--- config.mk ---
export PLATFORM = sky130hd
export DESIGN_NAME = alle_useq
export DESIGN_NICKNAME = d
export VERILOG_FILES = /design/src/rtl/alle_pkg.sv /design/src/rtl/alle_useq.sv
export SDC_FILE = /design/constraint.sdc
export NUM_CORES = 1
export LEC_CHECK = 0
export BUFFER_PORTS_ARGS = -buffer_cell sky130_fd_sc_hd__buf_2
export CORE_ASPECT_RATIO = 1.2
export CORE_MARGIN = 2
export CORE_UTILIZATION = 46
export CTS_BUF_LIST = sky130_fd_sc_hd__clkbuf_4
export DETAILED_ROUTE_END_ITERATION = 8
export PLACE_DENSITY = 0.83
export SLEW_MARGIN = 30
export SYNTH_ARGS = -nofsm -noshare
export SYNTH_HDL_FRONTEND = slang
export SYNTH_SLANG_ARGS = --single-unit
--- constraint.sdc ---
create_clock -name clk -period 2.24 [get_ports clk]
set_input_delay 0.112 -clock clk [delete_from_list [all_inputs] [get_ports clk]]
set_output_delay 0.112 -clock clk [all_outputs]
set_load 0.02 [all_outputs]
--- src/rtl/alle_pkg.sv ---
// shared types, constants and microcode table of the linked list engine
package alle_pkg;

  localparam int CAPACITY_DEF   = 256;
  localparam int VALUE_BITS_DEF = 32;

  localparam int ANCHOR_W = 8;
  localparam int VALUE_W  = 32;
  localparam int CELL_W   = 8;

  typedef enum logic [1:0] {
    OP_INSERT = 2'd0,
    OP_DELETE = 2'd1,
    OP_FIND   = 2'd2
  } op_t;

  typedef enum logic [1:0] {
    ST_OK        = 2'd0,
    ST_FULL      = 2'd1,
    ST_BAD       = 2'd2,
    ST_NOT_FOUND = 2'd3
  } status_t;

  // read address source
  typedef enum logic [1:0] {
    RA_ANCHOR = 2'd0,
    RA_FREE   = 2'd1,
    RA_ZERO   = 2'd2,
    RA_RDATA  = 2'd3
  } rd_src_t;

  // link write address
  typedef enum logic {
    WA_ANCHOR = 1'b0,
    WA_CUR    = 1'b1
  } wr_addr_t;

  // link write data
  typedef enum logic [1:0] {
    WD_AFTER = 2'd0,
    WD_CUR   = 2'd1,
    WD_RDATA = 2'd2,
    WD_FREE  = 2'd3
  } wr_data_t;

  typedef enum logic [1:0] {
    CUR_HOLD  = 2'd0,
    CUR_FREE  = 2'd1,
    CUR_RDATA = 2'd2
  } cur_ld_t;

  typedef enum logic [1:0] {
    FH_HOLD  = 2'd0,
    FH_RDATA = 2'd1,
    FH_CUR   = 2'd2
  } fh_ld_t;

  typedef enum logic [2:0] {
    C_NEVER   = 3'd0,
    C_FULL    = 3'd1,
    C_BAD_ANC = 3'd2,
    C_BAD_DEL = 3'd3,
    C_NONZERO = 3'd4,
    C_NOMATCH = 3'd5
  } cond_t;

  typedef enum logic {
    SQ_IDLE = 1'b0,
    SQ_RUN  = 1'b1
  } seq_state_t;

  typedef logic [3:0] step_t;

  // microcode addresses
  localparam step_t S_INS0   = 4'd0;
  localparam step_t S_INS1   = 4'd1;
  localparam step_t S_INS2   = 4'd2;
  localparam step_t S_INS3   = 4'd3;
  localparam step_t S_DEL0   = 4'd4;
  localparam step_t S_DEL1   = 4'd5;
  localparam step_t S_DEL2   = 4'd6;
  localparam step_t S_DEL3   = 4'd7;
  localparam step_t S_FND0   = 4'd8;
  localparam step_t S_FND1   = 4'd9;
  localparam step_t S_NFOUND = 4'd10;
  localparam step_t S_FND2   = 4'd11;
  localparam step_t S_FOUND  = 4'd12;
  localparam step_t S_FULL   = 4'd13;
  localparam step_t S_BAD    = 4'd14;

  typedef struct packed {
    logic     rd_en;
    rd_src_t  rd_src;
    logic     nw_en;
    wr_addr_t nw_addr;
    wr_data_t nw_data;
    logic     vw_en;
    logic     uw_en;
    logic     uw_data;
    cur_ld_t  cur_ld;
    fh_ld_t   fh_ld;
    logic     after_ld;
    cond_t    cond;
    step_t    target;
    logic     done;
    status_t  status;
  } ctl_t;

  typedef struct packed {
    logic full;
    logic bad_anc;
    logic bad_del;
    logic nonzero;
    logic nomatch;
  } flags_t;

  function automatic step_t entry(logic [1:0] op);
    step_t s;
    case (op)
      OP_INSERT: s = S_INS0;
      OP_DELETE: s = S_DEL0;
      OP_FIND:   s = S_FND0;
      default:   s = S_BAD;
    endcase
    return s;
  endfunction

  function automatic ctl_t ucode(step_t a);
    ctl_t w;
    w = '0;
    case (a)
      S_INS0: begin
        w.rd_en  = 1'b1;
        w.rd_src = RA_ANCHOR;
        w.cond   = C_FULL;
        w.target = S_FULL;
      end
      S_INS1: begin
        w.rd_en    = 1'b1;
        w.rd_src   = RA_FREE;
        w.after_ld = 1'b1;
        w.cur_ld   = CUR_FREE;
        w.cond     = C_BAD_ANC;
        w.target   = S_BAD;
      end
      S_INS2: begin
        w.nw_en   = 1'b1;
        w.nw_addr = WA_CUR;
        w.nw_data = WD_AFTER;
        w.vw_en   = 1'b1;
        w.uw_en   = 1'b1;
        w.uw_data = 1'b1;
        w.fh_ld   = FH_RDATA;
      end
      S_INS3: begin
        w.nw_en   = 1'b1;
        w.nw_addr = WA_ANCHOR;
        w.nw_data = WD_CUR;
        w.done    = 1'b1;
        w.status  = ST_OK;
      end
      S_DEL0: begin
        w.rd_en  = 1'b1;
        w.rd_src = RA_ANCHOR;
      end
      S_DEL1: begin
        w.rd_en  = 1'b1;
        w.rd_src = RA_RDATA;
        w.cur_ld = CUR_RDATA;
        w.cond   = C_BAD_DEL;
        w.target = S_BAD;
      end
      S_DEL2: begin
        w.nw_en   = 1'b1;
        w.nw_addr = WA_ANCHOR;
        w.nw_data = WD_RDATA;
        w.uw_en   = 1'b1;
        w.uw_data = 1'b0;
      end
      S_DEL3: begin
        w.nw_en   = 1'b1;
        w.nw_addr = WA_CUR;
        w.nw_data = WD_FREE;
        w.fh_ld   = FH_CUR;
        w.done    = 1'b1;
        w.status  = ST_OK;
      end
      S_FND0: begin
        w.rd_en  = 1'b1;
        w.rd_src = RA_ZERO;
      end
      S_FND1: begin
        w.rd_en  = 1'b1;
        w.rd_src = RA_RDATA;
        w.cur_ld = CUR_RDATA;
        w.cond   = C_NONZERO;
        w.target = S_FND2;
      end
      S_NFOUND: begin
        w.done   = 1'b1;
        w.status = ST_NOT_FOUND;
      end
      S_FND2: begin
        w.cond   = C_NOMATCH;
        w.target = S_FND1;
      end
      S_FOUND: begin
        w.done   = 1'b1;
        w.status = ST_OK;
      end
      S_FULL: begin
        w.done   = 1'b1;
        w.status = ST_FULL;
      end
      default: begin
        w.done   = 1'b1;
        w.status = ST_BAD;
      end
    endcase
    return w;
  endfunction

endpackage

--- src/rtl/alle_useq.sv ---
// microcode sequencer: step counter, control rom and conditional jumps
module alle_useq (
  input  logic             clk,
  input  logic             rst,
  input  logic             start,
  input  logic [1:0]       op,
  input  alle_pkg::flags_t flags,
  input  logic             stall,
  output alle_pkg::ctl_t   ctl,
  output logic             busy,
  output logic             done,
  output alle_pkg::status_t status
);

  alle_pkg::seq_state_t state, state_next;
  alle_pkg::step_t      step, step_next;
  alle_pkg::ctl_t       word;
  logic                 taken;

  assign word   = alle_pkg::ucode(step);
  assign status = word.status;
  assign busy   = (state == alle_pkg::SQ_RUN);

  always_comb begin
    case (word.cond)
      alle_pkg::C_FULL:    taken = flags.full;
      alle_pkg::C_BAD_ANC: taken = flags.bad_anc;
      alle_pkg::C_BAD_DEL: taken = flags.bad_del;
      alle_pkg::C_NONZERO: taken = flags.nonzero;
      alle_pkg::C_NOMATCH: taken = flags.nomatch;
      default:             taken = 1'b0;
    endcase
  end

  always_ff @(posedge clk) begin
    if (rst) begin
      state <= alle_pkg::SQ_IDLE;
      step  <= alle_pkg::S_BAD;
    end else begin
      state <= state_next;
      step  <= step_next;
    end
  end

  always_comb begin
    state_next = state;
    step_next  = step;
    ctl        = '0;
    done       = 1'b0;
    case (state)
      alle_pkg::SQ_IDLE: begin
        if (start) begin
          state_next = alle_pkg::SQ_RUN;
          step_next  = alle_pkg::entry(op);
        end
      end
      alle_pkg::SQ_RUN: begin
        if (word.done) begin
          if (!stall) begin
            ctl        = word;
            done       = 1'b1;
            state_next = alle_pkg::SQ_IDLE;
          end
        end else begin
          ctl = word;
          if (taken) begin
            step_next = word.target;
          end else begin
            step_next = 4'(step + 4'd1);
          end
        end
      end
      default: begin
        state_next = alle_pkg::SQ_IDLE;
      end
    endcase
  end

endmodule

==> flow_summary.json, run 1 <==
{
  "cts.clk_slew.worst_paths_ns": 0.06,
  "grt_max_degree": 22,
  "fin_nets": 184,
  "setup_viol": 16,
  "report.power.total_mw": 0.662,
  "die_y_um": 48.7,
  "fin_skew_ns": 0.00346,
  "final-max-slew-violation-count": 0,
  "async_flop_share": 0,
  "synth_fp_nets": 130,
  "r2r-end": "step[3]",
  "rsz0062_at_grt": "yes",
  "cp-end-kind": "output port",
  "cp.required_ns": 2.13,
  "combPwrFrac": 0.619,
  "antenna_left": 0,
  "dp_slack_ns": -0.00657,
  "synth_flop_cell": "dfxtp_1",
  "htreeDepth": 1,
  "whs_path_depth": 2,
  "hold_viol_final": 0,
  "root_buffer": "clkbuf_4",
  "whs_ns": 0.156,
  "worst_pin_slew_ns": 0.360,
  "gr-usage-all-layers": 0.271,
  "placed_area_sq_mm": 0.00102,
  "pwr-share-seq": 0.177,
  "synth_seq_cells": 5,
  "drc": 0,
  "die_w_um": 41.2,
  "grt_antenna_before_repair": 0,
  "initial_core_util": 0.477,
  "via_per_inst": 6.05,
  "vias": 1126,
  "avgSynthCellArea_sq_um": 6.65,
  "hold_class": "primary input to flip-flop",
  "core_sq_mm": 0.00160,
  "ys_warn_count": 0,
  "syn_to_final_growth_pct": 71.2,
  "synth_largest_area_cell": "dfxtp_1",
  "grt_pass1_vias": 940,
  "gr-total-overflow": 0,
  "slew_headroom": 0.758,
  "violations": "negative setup slack",
  "hold_end": "busy",
  "gp_congestion": 0.835,
  "r2r-start": "step[1]",
  "dr.pass1.iters": 4,
  "syn_inst": 115,
  "synth_edf_count": 0,
  "tns_ns": -0.840,
  "critPathKind": "flip-flop to output port",
  "worstHoldStart": "rst",
  "fin_crit_sh": 1.06,
  "cts_tree": "done",
  "drt-total-wl_mm": 3.19,
  "wire_per_inst_um": 17.2,
  "diodes": 0,
  "post-route-min-period_ns": 2.37,
  "io_buffers": 39,
  "start_kind": "flip-flop",
  "drive_above_1_share": 0.536,
  "cts_hold_buf": 0,
  "clk_latency_ns": 0.26,
  "vdd_drop_max_uv": 293,
  "reg2reg_setup_slack_ns": 0.07,
  "cts_sinks": 5,
  "io_pins": 40,
  "outcome": "finished, violations left",
  "path_max_fanout": 6,
  "power.density_mw_per_mm2": 506,
  "total_leakage_power_nw": 0.578,
  "dp_cells": 173,
  "grt_pass1_wl_mm": 3.87,
  "final.setup.worst_slack_ns": -0.127,
  "rows": 16,
  "synth_top_area_frac": 0.131,
  "numCtsBuffers": 3,
  "utilization": 0.817,
  "power.internal_mw": 0.364,
  "fin_cells": 186,
  "reg2reg_depth": 10,
  "dieArea_sq_mm": 0.00201,
  "ys_seq_area_frac": 0.131,
  "synth.area.top_cells": "dfxtp_1 (13%), nor2_1 (9.3%), ha_1 (6.5%)",
  "drt-initial-drc-count": 76,
  "final_cell_area_sq_mm": 0.00131,
  "netlist_area_sq_um": 764,
  "cap_violations": 0,
  "fmax_mhz": 422,
  "cp.arrival_ns": 2.26,
  "ys_types": 40,
  "clk_path_buf_depth": 2,
  "dp_hpwl_mm": 1.74,
  "swShare": 0.451,
  "power.switching_mw": 0.298,
  "pwr-share-clk": 0.204
}
==> cell usage after synthesis, drive strengths merged, types with 3 or more instances <==
library cell	n
clkbuf	5
dfxtp	5
nor3	6
nand2	9
nor2	19
a21o	3
buf	6
inv	6
a211oi	4
ha	4
o21ai	7
nand2b	3
a21oi	10
==> cell type report <==
type	instances	area, sq um
Timing Repair Buffer	59	414
Fill cell	92	293
Sequential cell	5	105
Multi-Input combinational cell	94	709
Tap cell	18	22.5
Inverter	6	27.5
Clock buffer	4	30.0
==> cell families after synthesis <==
logic type                 after synthesis  synth area share
xor gates and xnor gates                 3            0.0344
adders and majority gates                4            0.0655
and+or+nand+nor                         49             0.316
buffers and inverters                   17             0.115
AOI/OAI and AO/OA                       36             0.319
DFF                                      5             0.131
muxes                                    1            0.0196
==> worst max-delay path by stage <==
stage	start	to	slack, ns	depth (start not counted)
after CTS	step[0]	ctl[13]	-0.10	7
after detailed placement	step[0]	ctl[13]	-0.007	7
after global routing	step[1]	ctl[0]	-0.26	8
after floorplan	step[0]	ctl[22]	0.02	6
final	step[1]	ctl[13]	-0.13	8
after global placement	step[0]	ctl[13]	0.07	7
==> worst max-delay path, cell delays in order, from the launching register on <==
cell	delay, ns
dfxtp_2	0.34
buf_6	0.14
ha_4	0.16
and2_4	0.15
or3_4	0.36
a21bo_1	0.22
or2_4	0.28
nor3_4	0.19
buf_6	0.15
==> power by group through the flow <==
stage,Combinational [mW],Clock (mW),Sequential (mW)
after floorplan,0.203,0,0.113
after global placement,0.293,0,0.113
after detailed placement,0.301,0,0.114
after CTS,0.337,0.122,0.115
after global routing,0.448,0.136,0.119
final,0.410,0.135,0.117
==> registers in the layout (all words and copies together) (netlist names) <==
| signal | flops |
|---|---|
| busy | 1 |
| step | 4 |
==> layout by cell type (no fill, tap or decap), drive strengths merged <==
cell type / n
o311ai: 2
clkbuf: 4
ha: 4
nor2: 19
a221o: 1
a32o: 1
nor3: 6
or3: 1
a21oi: 10
or2: 2
nand4bb: 1
a211oi: 4
xor2: 1
or3b: 2
o22a: 1
o22ai: 1
nand2b: 3
a21bo: 1
nand2: 9
a21o: 3
nor2b: 2
dfxtp: 5
inv: 6
nand3: 2
and2: 2
o21ai: 7
xnor2: 2
a31oi: 1
mux2: 1
buf: 59
o31ai: 2
nor4: 1
o211ai: 1
a21boi: 1
==> layer usage <==
metal / track usage / up-vias / part of all wire
met5: 0 / - / 0
met4: 0.0914 / 0 / 0.034
met3: 0.0367 / 16 / 0.064
met2: 0.497 / 75 / 0.55
met1: 0.285 / 526 / 0.36
li1: - / 509 / -
==> repair_timing <==
item                                    CTS  global route
pin swaps                                 5             7
resized for setup                        28            28
cloned                                    1             0
endpoints found under the setup margin   17            26
hold endpoints to repair                  0             0
setup buffers                             3             5
No activity file was read; power rests on OpenSTA's default activity.
==> run 2, diff against run 1 <==
Clock period 2.24 ns to 2.2 ns, I/O delays scaled along.
==> run 2 against run 1 <==
  * The flow still finishes with violations (negative setup slack)
  * Count of clock-buffer cells in the layout is the same
  * Cell count shrank 1.6%
  * Combinational power shrank 7.1%
  * Die area is the same
  * Via count shrank 5.3%
==> flow_summary.json, run 2 (synthesis gave the netlist of run 1 again) <==
{
  "outcome": "finished, violations left",
  "multi_input_area_sq_um": 708,
  "drt-total-wl_mm": 2.79,
  "numCtsBuffers": 3,
  "seq_area_sq_um": 108,
  "cpMaxStageDelayCell": "dfxtp_4",
  "setup_viol": 17,
  "regMostFlops": "step",
  "fin_nets": 181,
  "whs_ns": 0.142,
  "cp.required_ns": 2.09,
  "io_buffers": 39,
  "vdd_drop_max_uv": 435,
  "mostFrequentLayoutCells": "buf_4 (28), buf_2 (19), nor2_1 (12)",
  "clk_path_buf_depth": 2,
  "htreeDepth": 1,
  "io_pins": 40,
  "path_delay_family": "simple AND/OR/NAND/NOR gates",
  "die_y_um": 48.7,
  "root_buffer": "clkbuf_4",
  "syn_to_final_growth_pct": 69.7,
  "grt_antenna_before_repair": 0,
  "cp-end-kind": "output port",
  "initial_core_util": 0.477,
  "via_per_inst": 5.83,
  "critPathKind": "flip-flop to output port",
  "gr-usage-all-layers": 0.276,
  "hold_class": "primary input to flip-flop",
  "final.setup.worst_slack_ns": -0.133,
  "largest_reg_flops": 4,
  "rsz0062_at_grt": "yes",
  "vias": 1066,
  "drt-initial-drc-count": 34,
  "num-fill-cells": 97,
  "fin_skew_ns": 0.00753,
  "layout_commonest_cell": "buf_4",
  "core_sq_mm": 0.00160,
  "wire_per_inst_um": 15.3,
  "cp.arrival_ns": 2.22,
  "cap_violations": 0,
  "slew_headroom": 0.737,
  "cts.clk_slew.worst_paths_ns": 0.05,
  "violations": "negative setup slack",
  "path_buf_inv": 1,
  "rows": 16,
  "slowest_delay_ns": 0.37,
  "final_cell_area_sq_mm": 0.00130,
  "fmax_mhz": 429,
  "power.density_mw_per_mm2": 482,
  "placed_area_sq_mm": 0.00102,
  "cts_tree": "done",
  "grt_max_degree": 21,
  "gr-total-overflow": 0,
  "clk_latency_ns": 0.24,
  "post-route-min-period_ns": 2.33,
  "antenna_left": 0,
  "drc": 0,
  "hold_viol_final": 0,
  "diodes": 0,
  "dr.pass1.iters": 4,
  "fin_crit_sh": 1.06,
  "start_kind": "flip-flop",
  "grt_pass1_vias": 970,
  "path_max_fanout": 6,
  "worst_pin_slew_ns": 0.394,
  "gp_congestion": 0.822,
  "final-max-slew-violation-count": 0,
  "cts_sinks": 5,
  "total_leakage_power_nw": 0.565,
  "die_w_um": 41.2,
  "grt_pass1_wl_mm": 3.98,
  "drive_above_1_share": 0.533,
  "path_cells": "ha_4, mux2_4, or3_4, a21bo_4, or2_4, nor3_4, buf_6",
  "dp_hpwl_mm": 1.63,
  "dieArea_sq_mm": 0.00201,
  "cts_hold_buf": 0
}
-- run 2: area by class of cell --
class | count | area share
Clock buffer | 4 | 0.0231
Inverter | 6 | 0.0174
Multi-Input combinational cell | 94 | 0.546
Sequential cell | 5 | 0.0829
Tap cell | 18 | 0.0174
Timing Repair Buffer | 56 | 0.313
-- run 2: power breakdown --
part	switching, mW	total (mW)	internal (mW)
Combinational	0.216	0.381	0.165
Sequential	0.0198	0.125	0.105
Clock	0.0386	0.120	0.0809
-- run 2: worst reg2reg max path: cells and delay by family, from the launching register on --
family	cells	cell delay [ns]
AOI/OAI and AO/OA	3	0.58
buffers and inverters	2	0.30
and+or+nand+nor	2	0.56
adders and majority gates	1	0.17
DFF	1	0.37
-- run 2: repair_timing --
action | CTS | global route
hold endpoints to repair | 0 | 0
cloned | 1 | 0
endpoints found under the setup margin | 19 | 27
buffers inserted | 2 | 3
pin swaps | 6 | 4
gates resized for setup | 22 | 39
-- run 2: path summary, 6_finish.rpt --
| path | start | endpoint | slack, ns | depth (start not counted) |
|---|---|---|---|---|
| worst max-delay path | step[1] | ctl[10] | -0.13 | 7 |
| worst min-delay path | rst | busy | 0.14 | 2 |
| worst max register to register | step[1] | step[3] | 0.10 | 8 |
| worst min register to register | busy | busy | 0.65 | 2 |
-- run 2: per-stage QoR --
stage	setup slack, ns	cells	utilization	total power, mW	TNS [ns]
detailed placement	-0.00594	173	0.636	0.416	-0.0110
global placement	0.0452	173	0.636	0.408	0
floorplan	-0.0137	115	-	0.322	-0.0412
finish	-0.133	183	0.810	0.626	-1.21
global route	-0.179	183	0.810	0.663	-1.97
CTS	-0.128	180	0.702	0.559	-0.597
-- run 2: routing by layer --
| layer | track usage | wire (um) | part of all wire | up-vias |
|---|---|---|---|---|
| met5 | 0 | 0 | 0 | - |
| met4 | 0.177 | 42 | 0.015 | 0 |
| met3 | 0.115 | 138 | 0.049 | 9 |
| met2 | 0.438 | 1550 | 0.55 | 44 |
| met1 | 0.275 | 1060 | 0.38 | 505 |
| li1 | - | - | - | 508 |
==> run 3, diff against run 2 <==
Settings changed: PLACE_DENSITY 0.83 to 0.9.
==> run 3 against run 2 <==
  * The flow still finishes with violations (negative setup slack)
  * Sequential share of layout area rose by 0.23 points
  * Hold slack got worse by 0.025 ns
  * Worst setup slack improved by 0.039 ns
  * Combinational power fell by 4%
  * Utilization fell by 2.2 points
  * Cell count fell by 1.6%
  * Flip-flop and latch count did not move
  * Critical path type unchanged
  * Highest routed layer unchanged
==> flow_summary.json, run 3 (synthesis gave the netlist of run 1 again) <==
{
  "hold_viol_final": 0,
  "worstHoldStart": "rst",
  "fmax_mhz": 436,
  "vdd_drop_max_uv": 380,
  "fin_cells": 180,
  "clk_path_buf_depth": 2,
  "reg2reg_depth": 8,
  "cts_sinks": 5,
  "diodes": 0,
  "path_max_fanout": 6,
  "fin_nets": 178,
  "fin_crit_sh": 1.04,
  "htreeDepth": 1,
  "r2r-end": "step[3]",
  "report.power.total_mw": 0.614,
  "post-route-min-period_ns": 2.29,
  "via_per_inst": 5.90,
  "gr-total-overflow": 0,
  "io_pins": 40,
  "violations": "negative setup slack",
  "antenna_left": 0,
  "core_sq_mm": 0.00160,
  "gp_congestion": 0.829,
  "critPathKind": "flip-flop to output port",
  "final_cell_area_sq_mm": 0.00126,
  "layout_commonest_cell": "buf_4",
  "final.setup.worst_slack_ns": -0.0931,
  "power.density_mw_per_mm2": 487,
  "dp_slack_ns": -0.0428,
  "regMostFlops": "step",
  "tns_ns": -0.752,
  "drive_above_1_share": 0.525,
  "wire_per_inst_um": 16.0,
  "whs_path_depth": 2,
  "gr-usage-all-layers": 0.282,
  "numCtsBuffers": 3,
  "whs_ns": 0.118,
  "mostFrequentLayoutCells": "buf_4 (23), buf_2 (22), nor2_1 (13)",
  "grt_pass1_wl_mm": 4.07,
  "outcome": "finished, violations left",
  "hold_end": "busy",
  "vias": 1062,
  "syn_to_final_growth_pct": 65.1,
  "cts.clk_slew.worst_paths_ns": 0.04,
  "drt-total-wl_mm": 2.88,
  "drc": 0,
  "die_w_um": 41.2,
  "grt_max_degree": 21,
  "cts_hold_buf": 0,
  "dp_cells": 173,
  "rsz0062_at_grt": "yes",
  "dieArea_sq_mm": 0.00201,
  "cp-end-kind": "output port",
  "dr.pass1.iters": 4,
  "reg2reg_setup_slack_ns": 0.08,
  "die_y_um": 48.7,
  "cap_violations": 0,
  "fin_skew_ns": 0.00221,
  "grt_antenna_before_repair": 0,
  "cp.arrival_ns": 2.18,
  "cts_tree": "done",
  "dp_hpwl_mm": 1.74,
  "utilization": 0.788,
  "r2r-start": "step[1]",
  "largest_reg_flops": 4,
  "cp.required_ns": 2.09,
  "final-max-slew-violation-count": 0,
  "setup_viol": 18,
  "initial_core_util": 0.477,
  "clk_latency_ns": 0.25,
  "placed_area_sq_mm": 0.00102,
  "rows": 16,
  "worst_pin_slew_ns": 0.401,
  "root_buffer": "clkbuf_4",
  "drt-initial-drc-count": 42,
  "hold_class": "primary input to flip-flop",
  "start_kind": "flip-flop",
  "total_leakage_power_nw": 0.542,
  "io_buffers": 39,
  "slew_headroom": 0.732,
  "grt_pass1_vias": 995
}
[run 3: cell types whose count changed in the layout (fill, tap and decap cells not counted), sizes merged]
cell | previous run | this run
buf | 56 | 53
[run 3: layout make-up]
type                    count  area [sq um]
clock buffers               4          30.0
multi-input cells          94           704
fillers                    95           339
inverters                   6          25.0
well taps                  18          22.5
repair buffers             53           373
flip-flops and latches      5           108
[run 3: how the worst max path moves through the flow]
stage | from | end | slack [ns] | cells after the start
4_1_cts | step[1] | ctl[10] | -0.13 | 7
2_1_floorplan | step[0] | ctl[22] | -0.01 | 6
3_3_place_gp | step[0] | ctl[10] | 0.04 | 7
3_5_place_dp | step[0] | ctl[10] | -0.04 | 8
6_report | step[1] | ctl[13] | -0.09 | 7
5_1_grt | step[1] | ctl[24] | -0.14 | 7
[run 3: metal layers]
| layer | GRT usage | up-vias | part of all wire |
|---|---|---|---|
| li1 | - | 508 | - |
| met5 | 0 | - | 0 |
| met4 | 0.134 | 0 | 0.014 |
| met2 | 0.477 | 59 | 0.56 |
| met3 | 0.0321 | 5 | 0.053 |
| met1 | 0.327 | 490 | 0.38 |
[run 3: repair_timing]
action	4_1_cts	5_1_grt
cloned	1	0
buffers inserted	2	0
pin swaps	4	3
endpoints found under the setup margin	23	23
gates resized for setup	27	31
endpoints found under the hold margin	0	0
[run 3: where the power goes]
group / total (mW) / internal, mW / switching, mW
Clock: 0.123 / 0.0811 / 0.0420
Combinational: 0.365 / 0.152 / 0.213
Sequential: 0.126 / 0.105 / 0.0212
Total: 0.614 / 0.338 / 0.276
[run 3: critical path: stages (launching register included)]
cell	delay (ns)
dfxtp_4	0.37
ha_4	0.16
mux2_4	0.27
or3_4	0.33
a21bo_1	0.21
or2_4	0.28
nor3_4	0.17
buf_6	0.15
